===== config.mk =====
export PLATFORM = sky130hd
export DESIGN_NAME = nal_start_code_splitter_core_flat
export DESIGN_NICKNAME = d
export VERILOG_FILES = /design/src/nscs_pkg.sv /design/src/nscs_in_if.sv /design/src/nscs_out_if.sv /design/src/nal_start_code_splitter_core.sv /design/src/nscs_parse.sv /design/src/nscs_out_reg.sv /design/src/flat_wrapper.sv
export VERILOG_INCLUDE_DIRS = /design/src /design/src/src
export SDC_FILE = /design/constraint.sdc
export NUM_CORES = 1
export LEC_CHECK = 0
export BUFFER_PORTS_ARGS = -buffer_cell sky130_fd_sc_hd__buf_2
export CAP_MARGIN = 25
export CORE_MARGIN = 5
export CORE_UTILIZATION = 64
export DETAILED_ROUTE_END_ITERATION = 6
export GPL_ROUTABILITY_DRIVEN = 0
export PLACE_DENSITY_LB_ADDON = 0.12
export SYNTH_ARGS = -nofsm -noshare
export SYNTH_HDL_FRONTEND = slang
export SYNTH_SLANG_ARGS = --single-unit

===== constraint.sdc =====
create_clock -name clk -period 11.2 [get_ports clk]
set_clock_uncertainty 0.1 [all_clocks]
set_input_delay 2.24 -clock clk [delete_from_list [all_inputs] [get_ports clk]]
set_output_delay 2.24 -clock clk [all_outputs]
set_load 0.05 [all_outputs]

===== src/nal_start_code_splitter_core_macros.svh =====
// Assertion macros used by the splitter core.
`ifndef NAL_START_CODE_SPLITTER_CORE_MACROS_SVH
`define NAL_START_CODE_SPLITTER_CORE_MACROS_SVH

// Same-cycle implication, checked on every rising edge outside reset.
`define NSCS_ASSERT_NOW(label, ante, cons, msg) \
    label: assert property (@(posedge clk) disable iff (!rst_n) (ante) |-> (cons)) \
        else $error(msg);

// Next-cycle implication, checked on every rising edge outside reset.
`define NSCS_ASSERT_NEXT(label, ante, cons, msg) \
    label: assert property (@(posedge clk) disable iff (!rst_n) (ante) |=> (cons)) \
        else $error(msg);

`endif


===== src/nscs_pkg.sv =====
`default_nettype none

package nscs_pkg;

    // Field widths.
    localparam int BYTE_W = 8;
    localparam int SIZE_W = 24;
    localparam int TYPE_W = 5;

    // Default width of the unit byte counter.
    localparam int COUNT_BITS_DEF = 24;

    // Start code 00 00 00 01: three zero bytes of history, then a one.
    localparam logic [3*BYTE_W-1:0] SC_PREFIX = '0;
    localparam logic [BYTE_W-1:0]   SC_LAST   = 8'h01;

    // The unit type sits in the low five bits of the fifth byte.
    localparam logic [BYTE_W-1:0] TYPE_MASK = 8'h1F;

    // Byte offset of the fifth byte, and the count at which the last byte
    // of a start code found four or more bytes into the unit arrives.
    localparam int TYPE_POS   = 4;
    localparam int SC_END_POS = 7;

    // Largest reportable size.
    localparam logic [SIZE_W-1:0] SIZE_MAX = '1;

    // One finished unit.
    typedef struct packed {
        logic [SIZE_W-1:0] unit_size;
        logic [TYPE_W-1:0] unit_type;
        logic              size_saturated;
    } nscs_result_t;

endpackage

`default_nettype wire


===== src/nscs_in_if.sv =====
`default_nettype none

interface nscs_in_if;

    logic                      valid;
    logic                      ready;
    logic [nscs_pkg::BYTE_W-1:0] data_byte;
    logic                      end_of_stream;

    modport source (output valid, output data_byte, output end_of_stream, input ready);
    modport sink   (input valid, input data_byte, input end_of_stream, output ready);

endinterface

`default_nettype wire


===== src/nscs_out_if.sv =====
`default_nettype none

interface nscs_out_if;

    logic                        valid;
    logic                        ready;
    logic [nscs_pkg::SIZE_W-1:0] unit_size;
    logic [nscs_pkg::TYPE_W-1:0] unit_type;
    logic                        size_saturated;

    modport source (output valid, output unit_size, output unit_type,
                    output size_saturated, input ready);
    modport sink   (input valid, input unit_size, input unit_type,
                    input size_saturated, output ready);

endinterface

`default_nettype wire


===== src/nal_start_code_splitter_core.sv =====
// A start code's last byte is registered at the input, its result word at the output.
// Throughput: one byte per cycle; the input register feeds the tracker and a
// single output register, so a byte stalls only when a result finds that register full.
// Reset: rst_n is asynchronous and active low; it empties both registers and
// clears the byte history, the unit count, the captured type and the overflow flag.
`default_nettype none

module nal_start_code_splitter_core #(
    parameter int COUNT_BITS = nscs_pkg::COUNT_BITS_DEF
) (
    input  wire logic  clk,
    input  wire logic  rst_n,
    nscs_in_if.sink    in_ch,
    nscs_out_if.source out_ch
);

    import nscs_pkg::*;
    `include "nal_start_code_splitter_core_macros.svh"

    logic              in_valid_reg;
    logic [BYTE_W-1:0] in_byte_reg;
    logic              in_eos_reg;

    logic         hit;
    logic         out_free;
    logic         advance;
    nscs_result_t result;

    // A held word moves on unless it produces a result and the output slot is full.
    assign advance     = in_valid_reg && (!hit || out_free);
    assign in_ch.ready = !in_valid_reg || advance;

    // Input register.
    always_ff @(posedge clk or negedge rst_n)
    begin
        if (!rst_n)
        begin
            in_valid_reg <= 1'b0;
        end
        else if (in_ch.ready)
        begin
            in_valid_reg <= in_ch.valid;
        end
    end

    always_ff @(posedge clk)
    begin
        if (in_ch.ready && in_ch.valid)
        begin
            in_byte_reg <= in_ch.data_byte;
            in_eos_reg  <= in_ch.end_of_stream;
        end
    end

    // Start code tracking and size calculation.
    nscs_parse #(
        .COUNT_BITS(COUNT_BITS)
    ) u_parse (
        .clk           (clk),
        .rst_n         (rst_n),
        .data_byte     (in_byte_reg),
        .end_of_stream (in_eos_reg),
        .commit        (advance),
        .hit           (hit),
        .result        (result)
    );

    // Result register.
    nscs_out_reg u_out (
        .clk    (clk),
        .rst_n  (rst_n),
        .load   (advance && hit),
        .result (result),
        .free   (out_free),
        .out_ch (out_ch)
    );

    // A unit always spans at least its own start code.
    `NSCS_ASSERT_NOW(a_size_min, out_ch.valid, out_ch.unit_size >= SIZE_W'(4), "unit size below four")
    // A saturated size reads as the field maximum.
    `NSCS_ASSERT_NOW(a_sat_max, out_ch.valid && out_ch.size_saturated, out_ch.unit_size == SIZE_MAX, "saturated size not at maximum")
    // A held byte that cannot move on stays in the input register.
    `NSCS_ASSERT_NEXT(a_in_hold, in_valid_reg && !advance, in_valid_reg, "stalled input word lost")
    // An end-of-stream word never yields a result.
    `NSCS_ASSERT_NOW(a_eos_silent, in_valid_reg && in_eos_reg, !hit, "result raised on end of stream")

endmodule

`default_nettype wire


===== src/nscs_parse.sv =====
`default_nettype none

module nscs_parse #(
    parameter int COUNT_BITS = nscs_pkg::COUNT_BITS_DEF
) (
    input  wire logic                        clk,
    input  wire logic                        rst_n,
    input  wire logic [nscs_pkg::BYTE_W-1:0] data_byte,
    input  wire logic                        end_of_stream,
    input  wire logic                        commit,
    output      logic                        hit,
    output      nscs_pkg::nscs_result_t      result
);

    import nscs_pkg::*;

    localparam logic [COUNT_BITS-1:0] COUNT_MAX = '1;

    logic [3*BYTE_W-1:0]   recent_reg, recent_next;
    logic [COUNT_BITS-1:0] count_reg, count_next;
    logic [TYPE_W-1:0]     type_reg, type_next;
    logic                  ovf_reg, ovf_next;

    logic [COUNT_BITS-1:0] size_full;
    logic                  size_wide;

    // Start code detection: the last byte of 00 00 00 01 found at least
    // four bytes into the current unit, or in a unit that overflowed.
    assign hit = !end_of_stream && (recent_reg == SC_PREFIX) && (data_byte == SC_LAST)
                 && (ovf_reg || (count_reg >= COUNT_BITS'(SC_END_POS)));

    // The unit ends three bytes before the count, i.e. before the new start code.
    assign size_full = count_reg - COUNT_BITS'(3);
    assign size_wide = (size_full >> SIZE_W) != '0;

    // Result of the finished unit.
    always_comb
    begin
        result.unit_type = type_reg;
        if (ovf_reg || size_wide)
        begin
            result.unit_size      = SIZE_MAX;
            result.size_saturated = 1'b1;
        end
        else
        begin
            result.unit_size      = SIZE_W'(size_full);
            result.size_saturated = 1'b0;
        end
    end

    // Next state of the unit tracker.
    always_comb
    begin
        recent_next = {recent_reg[2*BYTE_W-1:0], data_byte};
        count_next  = count_reg;
        type_next   = type_reg;
        ovf_next    = ovf_reg;
        priority if (end_of_stream)
        begin
            recent_next = '0;
            count_next  = '0;
            type_next   = '0;
            ovf_next    = 1'b0;
        end
        else if (hit)
        begin
            // The start code just seen opens the next unit.
            count_next = COUNT_BITS'(4);
            type_next  = '0;
            ovf_next   = 1'b0;
        end
        else
        begin
            if ((count_reg == COUNT_BITS'(TYPE_POS)) && !ovf_reg)
            begin
                type_next = TYPE_W'(data_byte & TYPE_MASK);
            end
            if (count_reg != COUNT_MAX)
            begin
                count_next = count_reg + COUNT_BITS'(1);
            end
            else
            begin
                ovf_next = 1'b1;
            end
        end
    end

    // State registers, updated only when the word moves on.
    always_ff @(posedge clk or negedge rst_n)
    begin
        if (!rst_n)
        begin
            recent_reg <= '0;
            count_reg  <= '0;
            type_reg   <= '0;
            ovf_reg    <= 1'b0;
        end
        else if (commit)
        begin
            recent_reg <= recent_next;
            count_reg  <= count_next;
            type_reg   <= type_next;
            ovf_reg    <= ovf_next;
        end
    end

endmodule

`default_nettype wire


===== src/nscs_out_reg.sv =====
`default_nettype none

module nscs_out_reg (
    input  wire logic                   clk,
    input  wire logic                   rst_n,
    input  wire logic                   load,
    input  wire nscs_pkg::nscs_result_t result,
    output      logic                   free,
    nscs_out_if.source                  out_ch
);

    import nscs_pkg::*;

    logic         valid_reg;
    nscs_result_t data_reg;

    // The slot can take a new word when empty or when its word leaves now.
    assign free = !valid_reg || out_ch.ready;

    always_ff @(posedge clk or negedge rst_n)
    begin
        if (!rst_n)
        begin
            valid_reg <= 1'b0;
        end
        else if (free)
        begin
            valid_reg <= load;
        end
    end

    always_ff @(posedge clk)
    begin
        if (free && load)
        begin
            data_reg <= result;
        end
    end

    assign out_ch.valid          = valid_reg;
    assign out_ch.unit_size      = data_reg.unit_size;
    assign out_ch.unit_type      = data_reg.unit_type;
    assign out_ch.size_saturated = data_reg.size_saturated;

endmodule

`default_nettype wire

===== src/flat_wrapper.sv =====
// flat-port wrapper written by rule: the top's interface ports become plain ports
module nal_start_code_splitter_core_flat import nscs_pkg::*;
#(
    parameter int COUNT_BITS = nscs_pkg::COUNT_BITS_DEF
)
  (clk, rst_n, in_ch_valid, in_ch_data_byte, in_ch_end_of_stream, in_ch_ready, out_ch_valid, out_ch_unit_size, out_ch_unit_type, out_ch_size_saturated, out_ch_ready);
  nscs_in_if in_ch_i ();
  nscs_out_if out_ch_i ();
  input  wire logic clk;
  input  wire logic rst_n;
  input wire logic [$bits(in_ch_i.valid)-1:0] in_ch_valid;
  input wire logic [$bits(in_ch_i.data_byte)-1:0] in_ch_data_byte;
  input wire logic [$bits(in_ch_i.end_of_stream)-1:0] in_ch_end_of_stream;
  output wire logic [$bits(in_ch_i.ready)-1:0] in_ch_ready;
  output wire logic [$bits(out_ch_i.valid)-1:0] out_ch_valid;
  output wire logic [$bits(out_ch_i.unit_size)-1:0] out_ch_unit_size;
  output wire logic [$bits(out_ch_i.unit_type)-1:0] out_ch_unit_type;
  output wire logic [$bits(out_ch_i.size_saturated)-1:0] out_ch_size_saturated;
  input wire logic [$bits(out_ch_i.ready)-1:0] out_ch_ready;
  assign in_ch_i.valid = in_ch_valid;
  assign in_ch_i.data_byte = in_ch_data_byte;
  assign in_ch_i.end_of_stream = in_ch_end_of_stream;
  assign in_ch_ready = in_ch_i.ready;
  assign out_ch_valid = out_ch_i.valid;
  assign out_ch_unit_size = out_ch_i.unit_size;
  assign out_ch_unit_type = out_ch_i.unit_type;
  assign out_ch_size_saturated = out_ch_i.size_saturated;
  assign out_ch_i.ready = out_ch_ready;
  nal_start_code_splitter_core #(.COUNT_BITS(COUNT_BITS)) u_core (.clk(clk), .rst_n(rst_n), .in_ch(in_ch_i), .out_ch(out_ch_i));
endmodule

[After elaboration in Yosys (flattened, before gate mapping)]
Index checks and enable logic that the tools add are counted.
Storage, ports and cells
  flip-flop bits (word level): 95
  input port bits: 13
  output and inout bits: 32
  logic and storage cells: 52
Operators by class
  add/subtract/negate cells: 2
  order comparisons: 1
  equal/unequal tests: 4
  mux-type cells: 11
  reduce and logical (&&, ||, !) cells: 23
Operator list (number)
  $mux W24: 4
  $add A24 B1 Y24 const B: 1
  $eq A24 B3 Y1 const B: 1
  $ge A24 B3 Y1 const B: 1
  $logic_not A24 Y1: 1
  $ne A24 B24 Y1 const B: 1
  $sub A24 B2 Y24 const B: 1
  $mux W5: 3
  $eq A8 B1 Y1 const B: 1
  $logic_and A1 B1 Y1: 8
  $reduce_and A2 Y1: 3
  $reduce_bool A3 Y1: 2
  $logic_not A1 Y1: 5
  $logic_or A1 B1 Y1: 4
  $mux W1: 4
  $ne A3 B1 Y1 const B: 1

[Depth between registers and ports, before layout]
  word-level depth: 9
  depth in mapped cells: 10
  gate-level depth less buffers: 7

[Hierarchy]
From an unflattened synthesis, not the netlist that was laid out.
Second synthesis, totals
  cells, all modules: 421
  area, all modules: 4580.6 um2
Modules (own cells, without submodules)
  nscs_parse: times used 1, cells each 371, area an instance 3276.9 um2, sequential area each 1351.3 um2
  nscs_out_reg: times used 1, cells each 34, area an instance 954.7 um2, sequential area each 925.9 um2
  nal_start_code_splitter_core: times used 1, cells each 16, area an instance 349.1 um2, sequential area each 295.3 um2

[Least setup slack after synthesis]
OpenSTA, ideal clock, no wires.
  path kind: input to output
  start: in out_ch_ready
  end: out in_ch_ready
  arrival time: 3.001 ns
  required time: 8.860 ns
  slack: 5.859 ns
  cell stages on the path: 2
  path buffers: 0
  cells stage by stage: nor2b_1 nand3_1
On the way
  longest elaborated chain between the ends: 4
RTL lines
  start: declaration: line flat_wrapper.sv:19  | input wire logic [$bits(out_ch_i.ready)-1:0] out_ch_ready;
  $logic_or A1 B1 Y1: line nscs_out_reg.sv:18  | assign free = !valid_reg || out_ch.ready;
  $logic_or A1 B1 Y1: line nal_start_code_splitter_core.sv:30  | assign advance = in_valid_reg && (!hit || out_free);
  $logic_and A1 B1 Y1: line nal_start_code_splitter_core.sv:30
  $logic_or A1 B1 Y1: line nal_start_code_splitter_core.sv:31  | assign in_ch.ready = !in_valid_reg || advance;
  end: declaration: line flat_wrapper.sv:14  | output wire logic [$bits(in_ch_i.ready)-1:0] in_ch_ready;
No other way between the ends.

[Final worst setup path]
Same ends and word-level chain as after synthesis.

==> impl_metrics.py <==
metrics = {
    "outcome": {
        "status": "finished clean",
    },
    "layout": {
        "diodes": 0,
        "layout.nets": 490,
        "final_core_util": 0.707,
        "final_area_mm2": 0.00510,
        "drive_above_1_share": 0.175,
        "final_cell_mix": "69 x nand2_1, 56 x dfrtp_1, 44 x buf_2, 39 x edfxtp_1, 35 x o21ai_0",
        "final_common_cell": "nand2_1",
        "final_cells": 579,
        "area_delta_synth_final_pct": 8.55,
    },
    "worst_setup_path": {
        "crit_path_frequent_cell": "buf_2",
        "critPathMaxStageDelay_ns": 0.33,
        "r2r_slack_ns": 8.07,
        "crit_chain": "buf_2 -> nor2b_1 -> nand3_1 -> buf_2",
        "end_kind": "output port",
        "worstPathArrival_ns": 3.10,
        "crit_slowest_cell": "nor2b_1",
        "path_buf_inv": 2,
        "worstRegToRegCells": 7,
        "worstSetupPathType": "in -> out",
        "crit_family": "simple AND/OR/NAND/NOR gates",
        "crit_cells": 4,
        "critPathMaxFanout": 4,
        "cp.required_ns": 8.86,
        "crit_path_start_kind": "input port",
    },
    "place": {
        "dp_hpwl_um": 6480,
        "place_area_mm2": 0.00490,
        "dpl_worst_slack_ns": 5.77,
        "io_buffers": 44,
        "placedCellCount": 563,
    },
    "timing": {
        "worst_slew_pin_slew_ns": 0.725,
        "drv_slew": 0,
        "setup_viol": 0,
        "period_share": 0.486,
        "setup_ws_ns": 5.76,
        "rsz0062_at_grt": "false",
        "hold_violations": 0,
        "fin_hold_ws_ns": 0.368,
        "fmax_ghz": 0.184,
        "fin_crit_ns": 5.44,
        "slew_headroom": 0.517,
        "finalSetupTns_ns": 0,
    },
    "synth": {
        "mappedNetlistArea_mm2": 0.00470,
        "synthDistinctLibCells": 59,
        "synth_top_area_frac": 0.298,
        "synthFlopType": "dfrtp_1",
        "seq_area_frac_synth": 0.548,
        "post-synth-top-area-cell": "dfrtp_1",
        "yosysWarnings": 0,
        "synth_area_leaders": "dfrtp_1 30%, edfxtp_1 25%, nand2_1 5.5%",
        "synth-edff-count": 39,
        "synth_fp_nets": 465,
        "syn_avg_cell_area_um2": 10.4,
        "async_reset_ff_frac": 0.589,
        "ys_ff_latch": 95,
        "synth_cells": 450,
    },
    "route": {
        "vias": 3425,
        "finalWirelength_um": 9350,
        "drcViolationCount": 0,
        "via_per_inst": 5.92,
        "wl_per_cell_um": 16.2,
        "drt.antenna.violating_nets": 0,
        "drt_iter0_drc": 301,
        "firstDrtPassIters": 5,
    },
    "pwr": {
        "p_leak_nw": 2.05,
        "power.density_mw_per_mm2": 158,
        "peakVddDrop_mv": 0.124,
        "finalPower_uw": 807,
    },
    "clock_tree": {
        "insertion_delay_ns": 0.37,
        "post_cts_buffers": 0,
        "h-tree-depth": 3,
        "cts_root_buffer": "clkbuf_8",
        "path_clk_slew_ns": 0.11,
        "ctsHoldBuffers": 0,
        "clk_path_buf_depth": 2,
        "cts_buffers": 9,
        "cts_sinks": 95,
        "cts.repair.resized": 0,
        "tritoncts": "yes",
    },
    "floorplanning": {
        "die_area_mm2": 0.00915,
        "die_h_um": 95.7,
        "rows": 31,
        "core_mm2": 0.00721,
        "initial_core_util": 0.651,
        "die_w_um": 95.7,
        "ioPinCount": 45,
    },
    "global_routing": {
        "overflow": 0,
        "grt_max_degree": 57,
        "antenna_found_initial": 0,
        "grt_pass1_vias": 3280,
        "grt_pass1_wl_um": 15900,
        "grt_util_all_layers": 0.224,
    },
    "worst_hold_path": {
        "hp-class": "reg -> reg",
        "hold_depth": 0,
    },
    "flow_run": {
        "max-cap-violations": 0,
    },
}
==> path summary, 6_finish.rpt <==
path / to / start
max in group asynchronous: u_core.u_parse.recent_reg[0] / rst_n
min reg2reg: u_core.u_out.out_ch.unit_type[0] / u_core.u_parse.type_reg[0]
min: u_core.u_out.out_ch.unit_type[0] / u_core.u_parse.type_reg[0]
max reg2reg: u_core.u_out.out_ch.unit_size[14] / u_core.u_parse.count_reg[14]
min in group asynchronous: u_core.u_parse.count_reg[15] / rst_n
max: in_ch_ready / out_ch_ready
==> synthesized netlist by cell type (4+ instances only) <==
master     number
a21o_1          4
a21oi_1        11
a22o_1         10
a2bb2oi_1       8
and2_1          5
and3_1          5
buf_2          11
buf_6           5
clkbuf_1       15
dfrtp_1        56
edfxtp_1       39
inv_1           6
nand2_1        69
nand2b_1       19
nand3_1        15
nand4_1         5
nor2_1         26
nor3_1         10
nor4_1         13
o21ai_0        35
o31ai_1         7
or2_2           5
or4_1           4
xnor2_1         9
xor2_1          8
==> layer usage <==
metal / global-route usage / share of wire / up-vias
li1: - / - / 1683
met1: 0.325 / 0.46 / 1618
met2: 0.340 / 0.46 / 110
met3: 0.0355 / 0.068 / 14
met4: 0.0841 / 0.016 / 0
met5: 0 / 0 / -
==> cells by family after synthesis <==
group           Yosys count  synth area share
compound gates          102             0.152
xor+xnor                 17            0.0317
fa+ha+maj                 2           0.00533
buf+inv                  39            0.0437
flops                    95             0.548
mux                       2           0.00479
simple gates            193             0.215
==> power by group <==
| part | leakage (nW) | internal (mW) | switching, mW |
|---|---|---|---|
| Clock | 0.0950 | 0.0878 | 0.136 |
| Combinational | 0.854 | 0.0708 | 0.0866 |
| Sequential | 1.10 | 0.393 | 0.0328 |
| Total | 2.05 | 0.551 | 0.256 |
==> area by class of cell <==
type	count	area (um2)
multi-input cells	316	1920
well taps	99	124
clock inverters	7	78.8
repair buffers	47	255
clock buffers	9	124
inverters	6	22.5
flip-flops and latches	95	2570
fillers	570	2110
(Power assumes the default switching activity.)
